[config.mk]
export PLATFORM = sky130hd
export DESIGN_NAME = max_heap_priority_queue
export DESIGN_NICKNAME = d
export VERILOG_FILES = /design/src/rtl/core/mhpq_pkg.sv /design/src/rtl/core/max_heap_priority_queue.sv /design/src/rtl/core/mhpq_seq.sv /design/src/rtl/core/mhpq_datapath.sv
export SDC_FILE = /design/constraint.sdc
export NUM_CORES = 2
export LEC_CHECK = 0
export BUFFER_PORTS_ARGS = -buffer_cell sky130_fd_sc_hd__buf_2
export CORE_MARGIN = 3
export CORE_UTILIZATION = 57
export CTS_CLUSTER_DIAMETER = 200
export DETAILED_ROUTE_END_ITERATION = 10
export HOLD_SLACK_MARGIN = 0.02
export PLACE_DENSITY = 0.76
export SLEW_MARGIN = 5
export SYNTH_ARGS = -nofsm -noshare
export SYNTH_HDL_FRONTEND = slang
export SYNTH_HIERARCHICAL = 1
export SYNTH_MEMORY_MAX_BITS = 65536
export SYNTH_SLANG_ARGS = --single-unit
export TNS_END_PERCENT = 50
[constraint.sdc]
create_clock -name clk -period 6.6 [get_ports clk]
set_clock_uncertainty 0.1 [all_clocks]
set_input_delay 0.66 -clock clk [delete_from_list [all_inputs] [get_ports clk]]
set_output_delay 0.66 -clock clk [all_outputs]
set_load 0.03 [all_outputs]
[src/rtl/core/mhpq_pkg.sv]
`timescale 1ns / 1ps

package mhpq_pkg;

    localparam int KEY_W     = 32;
    localparam int COUNT_W   = 7;
    localparam int CAPACITY  = 127;
    localparam int CNT_W     = $clog2(CAPACITY + 1);
    localparam int ADDR_W    = CNT_W;
    localparam int CHILD_W   = ADDR_W + 1;
    localparam int DEPTH     = 1 << ADDR_W;

    typedef enum logic [1:0] {
        ST_OK    = 2'd0,
        ST_FULL  = 2'd1,
        ST_EMPTY = 2'd2
    } status_t;

    typedef enum logic [3:0] {
        A_NONE,
        A_ACCEPT,
        A_INS_SETUP,
        A_RD_PARENT,
        A_UP_MOVE,
        A_RD_TOP,
        A_RD_LAST,
        A_REM_SETUP,
        A_RD_LEFT,
        A_RD_RIGHT,
        A_PICK_RIGHT,
        A_DN_MOVE,
        A_WR_KEY,
        A_SET_FULL,
        A_SET_EMPTY,
        A_FINISH
    } act_t;

    typedef enum logic [3:0] {
        C_ALWAYS,
        C_IN_VALID,
        C_FUNC,
        C_FULL,
        C_EMPTY,
        C_ROOT,
        C_UP_LESS,
        C_NO_LEFT,
        C_HAS_RIGHT,
        C_RIGHT_BIG,
        C_CHILD_BIG,
        C_OUT_FREE
    } cond_t;

    typedef enum logic [4:0] {
        S_IDLE,
        S_DISP,
        S_CHK_FULL,
        S_INS_SETUP,
        S_UP_TEST,
        S_UP_MOVE,
        S_CHK_EMPTY,
        S_RD_TOP,
        S_RD_LAST,
        S_REM_SETUP,
        S_DN_LEFT,
        S_DN_RIGHT,
        S_PICK_RIGHT,
        S_DN_MOVE,
        S_WR_KEY,
        S_TOP_RD,
        S_FINISH,
        S_REF_FULL,
        S_REF_EMPTY
    } step_t;

    typedef struct packed {
        act_t  act;
        cond_t cond;
        step_t jt;
        step_t jf;
    } ucode_t;

    typedef struct packed {
        act_t act;
        logic go;
    } ctrl_t;

    typedef struct packed {
        logic func;
        logic full;
        logic empty;
        logic root;
        logic up_less;
        logic no_left;
        logic has_right;
        logic right_big;
        logic child_big;
        logic out_free;
    } flags_t;

    function automatic ucode_t mk(input act_t a, input cond_t c, input step_t t, input step_t f);
        ucode_t w;
        w.act  = a;
        w.cond = c;
        w.jt   = t;
        w.jf   = f;
        return w;
    endfunction

    function automatic ucode_t ucode_rom(input step_t s);
        ucode_t w;
        case (s)
            S_IDLE:       w = mk(A_ACCEPT,     C_IN_VALID,  S_DISP,       S_IDLE);
            S_DISP:       w = mk(A_NONE,       C_FUNC,      S_CHK_EMPTY,  S_CHK_FULL);
            S_CHK_FULL:   w = mk(A_NONE,       C_FULL,      S_REF_FULL,   S_INS_SETUP);
            S_INS_SETUP:  w = mk(A_INS_SETUP,  C_ALWAYS,    S_UP_TEST,    S_UP_TEST);
            S_UP_TEST:    w = mk(A_RD_PARENT,  C_ROOT,      S_WR_KEY,     S_UP_MOVE);
            S_UP_MOVE:    w = mk(A_UP_MOVE,    C_UP_LESS,   S_UP_TEST,    S_WR_KEY);
            S_CHK_EMPTY:  w = mk(A_NONE,       C_EMPTY,     S_REF_EMPTY,  S_RD_TOP);
            S_RD_TOP:     w = mk(A_RD_TOP,     C_ALWAYS,    S_RD_LAST,    S_RD_LAST);
            S_RD_LAST:    w = mk(A_RD_LAST,    C_ALWAYS,    S_REM_SETUP,  S_REM_SETUP);
            S_REM_SETUP:  w = mk(A_REM_SETUP,  C_ALWAYS,    S_DN_LEFT,    S_DN_LEFT);
            S_DN_LEFT:    w = mk(A_RD_LEFT,    C_NO_LEFT,   S_WR_KEY,     S_DN_RIGHT);
            S_DN_RIGHT:   w = mk(A_RD_RIGHT,   C_HAS_RIGHT, S_PICK_RIGHT, S_DN_MOVE);
            S_PICK_RIGHT: w = mk(A_PICK_RIGHT, C_RIGHT_BIG, S_DN_MOVE,    S_DN_MOVE);
            S_DN_MOVE:    w = mk(A_DN_MOVE,    C_CHILD_BIG, S_DN_LEFT,    S_WR_KEY);
            S_WR_KEY:     w = mk(A_WR_KEY,     C_ALWAYS,    S_TOP_RD,     S_TOP_RD);
            S_TOP_RD:     w = mk(A_RD_TOP,     C_ALWAYS,    S_FINISH,     S_FINISH);
            S_FINISH:     w = mk(A_FINISH,     C_OUT_FREE,  S_IDLE,       S_FINISH);
            S_REF_FULL:   w = mk(A_SET_FULL,   C_ALWAYS,    S_TOP_RD,     S_TOP_RD);
            S_REF_EMPTY:  w = mk(A_SET_EMPTY,  C_ALWAYS,    S_TOP_RD,     S_TOP_RD);
            default:      w = mk(A_NONE,       C_ALWAYS,    S_IDLE,       S_IDLE);
        endcase
        return w;
    endfunction

endpackage

[src/rtl/core/max_heap_priority_queue.sv]
// Insert climbs the new key toward the root while its parent is smaller; remove moves
// the last key to the root and sinks it while a child is bigger, taking the larger child.
// A full 127-entry heap has 7 levels. A held result stalls the next transaction.
// One transaction at a time on a single-port heap memory. Reset clears count and
// output valid, not memory.
`timescale 1ns / 1ps

module max_heap_priority_queue (
    input  logic               clk,
    input  logic               rst_n,
    input  logic               in_valid,
    output logic               in_ready,
    input  logic               func,
    input  logic signed [31:0] key_in,
    output logic               out_valid,
    input  logic               out_ready,
    output logic signed [31:0] removed_key,
    output logic signed [31:0] top_key,
    output logic [6:0]         entry_count,
    output logic [1:0]         status
);
    import mhpq_pkg::*;

    ctrl_t  ctrl;
    flags_t flags;

    mhpq_seq u_seq (
        .clk      (clk),
        .rst_n    (rst_n),
        .in_valid (in_valid),
        .flags    (flags),
        .ctrl     (ctrl),
        .in_ready (in_ready)
    );

    mhpq_datapath u_dp (
        .clk         (clk),
        .rst_n       (rst_n),
        .ctrl        (ctrl),
        .func        (func),
        .key_in      (key_in),
        .out_ready   (out_ready),
        .flags       (flags),
        .out_valid   (out_valid),
        .removed_key (removed_key),
        .top_key     (top_key),
        .entry_count (entry_count),
        .status      (status)
    );

    a_count_range: assert property (@(posedge clk) disable iff (!rst_n)
        out_valid |-> (entry_count <= COUNT_W'(CAPACITY)))
        else $error("entry count above capacity");

    a_full_count: assert property (@(posedge clk) disable iff (!rst_n)
        (out_valid && status == ST_FULL) |-> (entry_count == COUNT_W'(CAPACITY)))
        else $error("full refusal with heap not full");

    a_empty_result: assert property (@(posedge clk) disable iff (!rst_n)
        (out_valid && status == ST_EMPTY) |->
            (entry_count == '0 && top_key == '0 && removed_key == '0))
        else $error("empty refusal with nonzero result");

    a_empty_top: assert property (@(posedge clk) disable iff (!rst_n)
        (out_valid && entry_count == '0) |-> (top_key == '0))
        else $error("empty heap shows a top key");

endmodule

[src/rtl/core/mhpq_seq.sv]
`timescale 1ns / 1ps

module mhpq_seq (
    input  logic            clk,
    input  logic            rst_n,
    input  logic            in_valid,
    input  mhpq_pkg::flags_t flags,
    output mhpq_pkg::ctrl_t ctrl,
    output logic            in_ready
);
    import mhpq_pkg::*;

    step_t  step_reg;
    step_t  step_next;
    ucode_t word;
    logic   go;

    always_ff @(posedge clk or negedge rst_n)
    begin
        if (!rst_n)
        begin
            step_reg <= S_IDLE;
        end
        else
        begin
            step_reg <= step_next;
        end
    end

    always_comb
    begin
        word = ucode_rom(step_reg);
        case (word.cond)
            C_ALWAYS:    go = 1'b1;
            C_IN_VALID:  go = in_valid;
            C_FUNC:      go = flags.func;
            C_FULL:      go = flags.full;
            C_EMPTY:     go = flags.empty;
            C_ROOT:      go = flags.root;
            C_UP_LESS:   go = flags.up_less;
            C_NO_LEFT:   go = flags.no_left;
            C_HAS_RIGHT: go = flags.has_right;
            C_RIGHT_BIG: go = flags.right_big;
            C_CHILD_BIG: go = flags.child_big;
            C_OUT_FREE:  go = flags.out_free;
            default:     go = 1'b0;
        endcase
        step_next = go ? word.jt : word.jf;
        ctrl.act  = word.act;
        ctrl.go   = go;
    end

    assign in_ready = (step_reg == S_IDLE);

endmodule

[src/rtl/core/mhpq_datapath.sv]
`timescale 1ns / 1ps

module mhpq_datapath (
    input  logic                          clk,
    input  logic                          rst_n,
    input  mhpq_pkg::ctrl_t               ctrl,
    input  logic                          func,
    input  logic signed [mhpq_pkg::KEY_W-1:0] key_in,
    input  logic                          out_ready,
    output mhpq_pkg::flags_t              flags,
    output logic                          out_valid,
    output logic signed [mhpq_pkg::KEY_W-1:0] removed_key,
    output logic signed [mhpq_pkg::KEY_W-1:0] top_key,
    output logic [mhpq_pkg::COUNT_W-1:0]  entry_count,
    output logic [1:0]                    status
);
    import mhpq_pkg::*;

    logic [KEY_W-1:0]   mem [0:DEPTH-1];
    logic [KEY_W-1:0]   mem_q;
    logic [ADDR_W-1:0]  mem_addr;
    logic [KEY_W-1:0]   mem_wdata;
    logic               mem_we;
    logic               mem_re;

    logic               func_reg,       func_next;
    logic [KEY_W-1:0]   key_reg,        key_next;
    logic [CNT_W-1:0]   cnt_reg,        cnt_next;
    logic [ADDR_W-1:0]  pos_reg,        pos_next;
    logic [KEY_W-1:0]   best_reg,       best_next;
    logic [ADDR_W-1:0]  best_pos_reg,   best_pos_next;
    logic [KEY_W-1:0]   removed_reg,    removed_next;
    status_t            status_reg,     status_next;
    logic               out_valid_reg,  out_valid_next;
    logic [KEY_W-1:0]   out_removed_reg, out_removed_next;
    logic [KEY_W-1:0]   out_top_reg,    out_top_next;
    logic [CNT_W-1:0]   out_cnt_reg,    out_cnt_next;
    status_t            out_status_reg, out_status_next;

    logic [CHILD_W-1:0] left_pos;
    logic [CHILD_W-1:0] right_pos;
    logic [CHILD_W-1:0] cnt_ext;

    assign left_pos  = {pos_reg, 1'b0};
    assign right_pos = {pos_reg, 1'b1};
    assign cnt_ext   = {1'b0, cnt_reg};

    always_comb
    begin
        flags.func      = func_reg;
        flags.full      = (cnt_reg == CNT_W'(CAPACITY));
        flags.empty     = (cnt_reg == '0);
        flags.root      = (pos_reg == ADDR_W'(1));
        flags.up_less   = ($signed(mem_q) < $signed(key_reg));
        flags.no_left   = (left_pos > cnt_ext);
        flags.has_right = (right_pos <= cnt_ext);
        flags.right_big = ($signed(mem_q) > $signed(best_reg));
        flags.child_big = ($signed(best_reg) > $signed(key_reg));
        flags.out_free  = !out_valid_reg || out_ready;
    end

    always_comb
    begin
        mem_addr  = pos_reg;
        mem_wdata = key_reg;
        mem_we    = 1'b0;
        mem_re    = 1'b0;
        case (ctrl.act)
            A_RD_PARENT:
            begin
                mem_addr = pos_reg >> 1;
                mem_re   = 1'b1;
            end
            A_UP_MOVE:
            begin
                mem_wdata = mem_q;
                mem_we    = ctrl.go;
            end
            A_RD_TOP:
            begin
                mem_addr = ADDR_W'(1);
                mem_re   = 1'b1;
            end
            A_RD_LAST:
            begin
                mem_addr = cnt_reg;
                mem_re   = 1'b1;
            end
            A_RD_LEFT:
            begin
                mem_addr = left_pos[ADDR_W-1:0];
                mem_re   = 1'b1;
            end
            A_RD_RIGHT:
            begin
                mem_addr = right_pos[ADDR_W-1:0];
                mem_re   = 1'b1;
            end
            A_DN_MOVE:
            begin
                mem_wdata = best_reg;
                mem_we    = ctrl.go;
            end
            A_WR_KEY:
            begin
                mem_we = 1'b1;
            end
            default:
            begin
                mem_we = 1'b0;
            end
        endcase
    end

    always_ff @(posedge clk)
    begin
        if (mem_we)
        begin
            mem[mem_addr] <= mem_wdata;
        end
        if (mem_re)
        begin
            mem_q <= mem[mem_addr];
        end
    end

    always_comb
    begin
        func_next        = func_reg;
        key_next         = key_reg;
        cnt_next         = cnt_reg;
        pos_next         = pos_reg;
        best_next        = best_reg;
        best_pos_next    = best_pos_reg;
        removed_next     = removed_reg;
        status_next      = status_reg;
        out_removed_next = out_removed_reg;
        out_top_next     = out_top_reg;
        out_cnt_next     = out_cnt_reg;
        out_status_next  = out_status_reg;
        out_valid_next   = out_valid_reg && !out_ready;
        case (ctrl.act)
            A_ACCEPT:
            begin
                if (ctrl.go)
                begin
                    func_next    = func;
                    key_next     = key_in;
                    removed_next = '0;
                    status_next  = ST_OK;
                end
            end
            A_INS_SETUP:
            begin
                cnt_next = cnt_reg + 1'b1;
                pos_next = cnt_reg + 1'b1;
            end
            A_UP_MOVE:
            begin
                if (ctrl.go)
                begin
                    pos_next = pos_reg >> 1;
                end
            end
            A_RD_LAST:
            begin
                removed_next = mem_q;
            end
            A_REM_SETUP:
            begin
                key_next = mem_q;
                cnt_next = cnt_reg - 1'b1;
                pos_next = ADDR_W'(1);
            end
            A_RD_RIGHT:
            begin
                best_next     = mem_q;
                best_pos_next = left_pos[ADDR_W-1:0];
            end
            A_PICK_RIGHT:
            begin
                if (ctrl.go)
                begin
                    best_next     = mem_q;
                    best_pos_next = right_pos[ADDR_W-1:0];
                end
            end
            A_DN_MOVE:
            begin
                if (ctrl.go)
                begin
                    pos_next = best_pos_reg;
                end
            end
            A_SET_FULL:
            begin
                status_next = ST_FULL;
            end
            A_SET_EMPTY:
            begin
                status_next = ST_EMPTY;
            end
            A_FINISH:
            begin
                if (ctrl.go)
                begin
                    out_removed_next = removed_reg;
                    out_top_next     = (cnt_reg != '0) ? mem_q : '0;
                    out_cnt_next     = cnt_reg;
                    out_status_next  = status_reg;
                    out_valid_next   = 1'b1;
                end
            end
            default:
            begin
                func_next = func_reg;
            end
        endcase
    end

    always_ff @(posedge clk or negedge rst_n)
    begin
        if (!rst_n)
        begin
            cnt_reg       <= '0;
            out_valid_reg <= 1'b0;
        end
        else
        begin
            cnt_reg       <= cnt_next;
            out_valid_reg <= out_valid_next;
        end
    end

    always_ff @(posedge clk)
    begin
        func_reg        <= func_next;
        key_reg         <= key_next;
        pos_reg         <= pos_next;
        best_reg        <= best_next;
        best_pos_reg    <= best_pos_next;
        removed_reg     <= removed_next;
        status_reg      <= status_next;
        out_removed_reg <= out_removed_next;
        out_top_reg     <= out_top_next;
        out_cnt_reg     <= out_cnt_next;
        out_status_reg  <= out_status_next;
    end

    assign out_valid   = out_valid_reg;
    assign removed_key = $signed(out_removed_reg);
    assign top_key     = $signed(out_top_reg);
    assign entry_count = COUNT_W'(out_cnt_reg);
    assign status      = out_status_reg;

endmodule

# ---- Word-level counts from Yosys, hierarchy flattened
# Memories as Yosys holds them, arrays and structs flattened. A register that Yosys moved wholly into a read port is not among the register bits.
# Cells that the tools add are included.
dict set report word_totals {
  out_inout_bits 75
  mem_count 2
  elab_cells 102
  rom_bits 576
  ram_bits 4096
  register_bits 199
  in_bits 37
  latch_bits 0
}
dict set report op_classes {
  mul 0
  shifts 0
  reduce_logical 23
  n_addsub 2
  bitwise_logic 0
  div 0
  magnitude_cmp 5
  n_eq_ne 32
  n_mux 24
}
# name words word_bits rd rd_clocked_by_memory_dff write_ports line
set mem_list {}
lappend mem_list {u_dp.mem 128 32 1 1 1 mhpq_datapath.sv:19} ;# logic [KEY_W-1:0] mem [0:DEPTH-1];
lappend mem_list {{(no name shown)} 32 18 1 0 0 mhpq_pkg.sv:111} ;# case (s)
# op n
set ops {}
lappend ops {{32-bit case mux with 2 select lines} 4}
lappend ops {{32-bit two-way mux} 3}
lappend ops {{32-bit greater-than comparator} 2}
lappend ops {{4-bit == test (second input constant)} 12}
lappend ops {{7-bit case mux with 5 select lines} 1}
lappend ops {{4-bit by 3-bit == test with 1-bit output (second input constant)} 8}
lappend ops {{32-bit less-than comparator} 1}
lappend ops {{7-bit case mux with 2 select lines} 2}
lappend ops {{7-bit case mux with 4 select lines} 1}
lappend ops {{7-bit two-way mux} 3}
lappend ops {{4-bit by 2-bit == test with 1-bit output (second input constant)} 4}
lappend ops {{1-bit case mux with 12 select lines} 1}
lappend ops {{2-bit AND reduction} 6}
lappend ops {{4-bit by 1-bit == test with 1-bit output (second input constant)} 2}
lappend ops {{8-bit by 7-bit greater-than comparator with 1-bit output} 1}
lappend ops {{8-bit by 7-bit less-or-equal comparator with 1-bit output} 1}
lappend ops {{2-bit != test (second input constant)} 4}
lappend ops {{2-bit nonzero test} 4}
lappend ops {{7-bit by 1-bit adder with 7-bit output (second input constant)} 1}
lappend ops {{7-bit by 1-bit == test with 1-bit output (second input constant)} 1}
lappend ops {{7-bit == test (second input constant)} 1}
lappend ops {{7-bit logical NOT} 1}
lappend ops {{7-bit nonzero test} 1}
lappend ops {{7-bit by 1-bit subtractor with 7-bit output (second input constant)} 1}
lappend ops {{other kinds (15)} 20}

# ---- Longest topological paths before layout
dict set report depth {
  ltp_word 6
  depth_mapped 21
  ltp_nobuf 19
}

# ---- Hierarchy
# Netlist, hierarchy kept.
# module seq_area_each_um2 n_inst cells_per_inst area_per_inst_um2
set by_module_without_submodules {}
lappend by_module_without_submodules {mhpq_datapath 129744.4 1 9787 164647.9}
lappend by_module_without_submodules {mhpq_seq 125.1 1 120 949.7}

# ---- Worst setup path after synthesis
# No wires, ideal clock.
dict set report synth_path {
  path_kind {register -> register}
  startpoint {register u_dp.best_reg[31]}
  endpoint {register u_dp.out_cnt_reg[0], in the netlist u_dp/entry_count[0] (enable)}
  setup_slack_ps -423
  setup_ps 505
  arrival_ps 6419
  path_stages_with_launch 15
  required_ps 5995
  path_buffers 1
  synth_period_minus_slack_ps 7023
  path_cell_list {edfxtp_1 ha_1 nand2_1 or3_1 or4_1 or3_1 a211oi_1 nor3_1 mux2i_1 a31oi_1 o221a_4 o32ai_4 buf_4 nand3_1 nor2_1}
}
# element line
set synth_rtl {}
lappend synth_rtl {{start: declaration} mhpq_datapath.sv:30} ;# logic [KEY_W-1:0] best_reg, best_next;
lappend synth_rtl {{start signal: assignment} mhpq_datapath.sv:240} ;# best_reg <= best_next;
lappend synth_rtl {{end signal: assignment} mhpq_datapath.sv:246} ;# out_cnt_reg <= out_cnt_next;
lappend synth_rtl {{end: declaration} mhpq_datapath.sv:37} ;# logic [CNT_W-1:0] out_cnt_reg, out_cnt_next;

==> reports/metrics.yaml <==
clock_network:
  cts_buffers: 414
  cts_max_level: 5
  cts_root_buf: "clkbuf_16"
  cts_sinks: 4327
  clock_latency_ns: 0.98
  clk_path_buf_depth: 4
  path_clk_slew_ns: 0.07
  cts_tree: "yes"
job:
  cap_violations: 0
timing:
  fin_crit_sh_pct: 101
  finalHoldViolations: 0
  drv_slew: 0
  period_needed_ns: 6.64
  tightest_slew_ns: 1.32
  fmax_mhz: 151
  setup_ws_ns: -0.0350
  setup_viol: 1
  slew_headroom_pct: 11.4
floorplanning:
  io_pins: 112
  die_y_um: 545
  die_w_um: 545
  fp.dieArea_um2: 297000
  num_rows: 197
  fp.coreArea_um2: 289000
  start_util_pct: 57.4
setup_path:
  critical_path_arrival_ns: 6.95
  crit_path_end_kind: "flip-flop"
  cpMostUsedCell: "buf_4"
  critPathTopFamily: "compound AO/OA/AOI/OAI gates"
  critical-path-slowest-cell: "nand4_1"
  crit_required_ns: 6.91
  regToRegSetupSlack_ns: -0.04
  ff2ff_path_depth: 18
  r2r-end: "u_dp/mem_q[9]"
  cp_cell_sequence: "inv_1 -> ha_1 -> inv_1 -> a22oi_1 -> o21ai_1 -> buf_4 -> and4bb_1 -> a221oi_4 -> o21ai_4 -> nand3_4 -> buf_12 -> buf_4 -> o22ai_1 -> a221oi_1 -> a21oi_1 -> o41ai_2 -> buf_4 -> nand4_1"
  crit_buf_inv: 6
  start_kind: "flip-flop"
  crit_type: "flip-flop to flip-flop"
  cpPeakStageDelay_ns: 0.71
  crit_fanout: 53
  timing.rr.start: "u_seq/step_reg[1]"
global_route:
  grt_pass1_wl_um: 697000
  track_usage_pct: 33.0
  overflow: 0
  antenna_found_initial: 31
  grt_pass1_vias: 95300
  grt_start_max_net_pins: 129
finish:
  final_area_um2: 190000
  largest-register: "u_dp/mem"
  largest_reg_flops: 4096
  nNetsFinal: 10700
  syn_to_final_growth_pct: 15.0
  nFillCells: 18500
  utilization_pct: 66.0
  multiInputGateArea_um2: 34200
  seqCellArea_um2: 130000
  final_layout_size_suffix_gt1_share_pct: 14.9
  layout.cells.non_filler: 14800
min_path:
  hold_depth: 0
  hp-class: "flip-flop to flip-flop"
  hold_start: "u_dp/removed_reg[7]"
  hold_end: "u_dp/removed_key[7]"
synth:
  syn_area_um2: 166000
  synthCells: 9907
  yosysTopAreaCell: "edfxtp_1"
  synth.net_count: 10100
  synthTopCellsByCount: "edfxtp_1, nand2_1, mux2i_1, a21oi_1, a22oi_1"
  yosys.cell_count.top_type: "edfxtp_1"
  async_flop_share_pct: 0.300
  synth_warnings: 6
  seq_area_frac_synth_pct: 78.4
  synth.distinct_cells: 80
  yosys-top-cells-area: "edfxtp_1, mux2i_1, a21oi_1, a221oi_1, nand2_1"
  yosysTopAreaCellShare_pct: 78.2
  synth_enable_flop_cells: 4314
  synth-seq-cells: 4327
  avgSynthCellArea_um2: 16.7
  synthFlopType: "edfxtp_1"
run_status:
  outcome: "finished with violations"
  violations: "negative setup slack"
placed_design:
  dp_hpwl_um: 308000
  postPlaceCellArea_um2: 177000
  io_buffer_count: 111
  gp_congestion: 0.976
  dp.cells: 14000
drt:
  drt-pass1-iter-count: 6
  totalWireLength_um: 497000
  drc: 0
  via_per_inst: 6.78
  wl_per_cell_um: 33.6
  drtIter0Drc: 18000
  ant_nets: 0
  vias: 100000
-- cell type report --
cell class,count,area share (%)
timing repair buffer,866,4.31
sequential,4327,68.2
tap,3880,2.55
multi-input combinational,4879,17.9
antenna,11,0.0144
clock buffer,517,5.71
clock inverter,232,1.13
inverter,91,0.179
-- timing repair --
| item | in CTS | in global routing |
|---|---|---|
| buffers inserted | 0 | 4 |
| hold buffers | 36 | 0 |
| resized for setup | 3 | 17 |
| hold endpoints to repair | 47 | 0 |
| pin swaps | 2 | 5 |
| setup endpoints to repair | 7 | 14 |
-- worst register-to-register path, delay by kind of cell (launching register included) --
family	cells	cell delay (ns)
buf+inv	6	1.62
compound gates	8	2.21
fa+ha+maj	1	0.34
flops	1	0.45
simple gates	3	1.35
-- cells in the final DEF (no fill, tap or decap), types with 9 or more instances in the layout --
cell type and n:
nor2_2 21, nor3_1 21, clkinv_8 9, a21o_1 33, clkinv_2 73, nor2b_1 13, nand2_1 919, edfxtp_1 4314
nand3_1 13, and2_1 67, nand4_1 50, clkinv_1 96, a221oi_1 415, buf_4 567, a22o_1 14, nand2b_1 15
a21oi_1 820, ha_1 114, nand2_4 34, mux2i_1 841, a22oi_1 453, inv_1 89, o41ai_1 98, o21ai_0 32
nor2_4 115, dfrtp_1 11, dlygate4sd3_1 36, clkbuf_16 418, nor4_1 96, o21a_1 12, diode_2 11, nor2_1 77
buf_2 111, buf_12 148, clkbuf_1 95, o22ai_1 449, o31ai_1 26, xnor2_1 11, bufinv_16 29
-- kinds of logic (layout without fill, tap and decap cells) --
family	after synthesis	in the layout	synth area share (%)
flops	4327	4327	78.4
other cells	0	11	0
simple gates	1489	1489	3.89
xor+xnor	12	12	0.0680
buf+inv	701	1706	1.82
compound gates	2421	2421	9.84
fa+ha+maj	115	115	0.869
mux	842	842	5.09
-- stage by stage --
stage | setup WS, ns | setup TNS [ns] | hold slack [ns]
2_1_floorplan | 0.625 | 0 | 0.264
3_3_place_gp | -0.285 | -0.365 | 0.303
3_5_place_dp | -0.0539 | -0.186 | 0.305
4_1_cts | 0.00330 | 0 | 0.289
5_1_grt | -0.0243 | -0.0243 | 0.302
6_report | -0.0350 | -0.0350 | 0.316
-- worst max path at each step --
stage,from,to,slack [ns],depth (start not counted)
after floorplan,u_dp/best_reg[31],u_dp/mem[83][0],0.63,18
after global placement,u_seq/step_reg[4],u_dp/mem_q[27],-0.29,17
after detailed placement,u_seq/step_reg[4],u_dp/mem_q[24],-0.05,16
after CTS,u_seq/step_reg[0],u_dp/mem_q[24],0.003,19
after global routing,u_seq/step_reg[1],u_dp/mem_q[9],-0.02,18
final,u_seq/step_reg[1],u_dp/mem_q[9],-0.04,18
-- per-layer routing --
layer  up-vias  GRT usage, %  wire length, µm
li1      41100             -                -
met1     50300          45.3           174000
met2      7718          48.7           222000
met3      1194          9.73            72700
met4        16          15.9            28800
met5         -             0               99
Power is not shown: default switching activity piles up to over one toggle a cycle in this logic, so the estimate is an artifact.
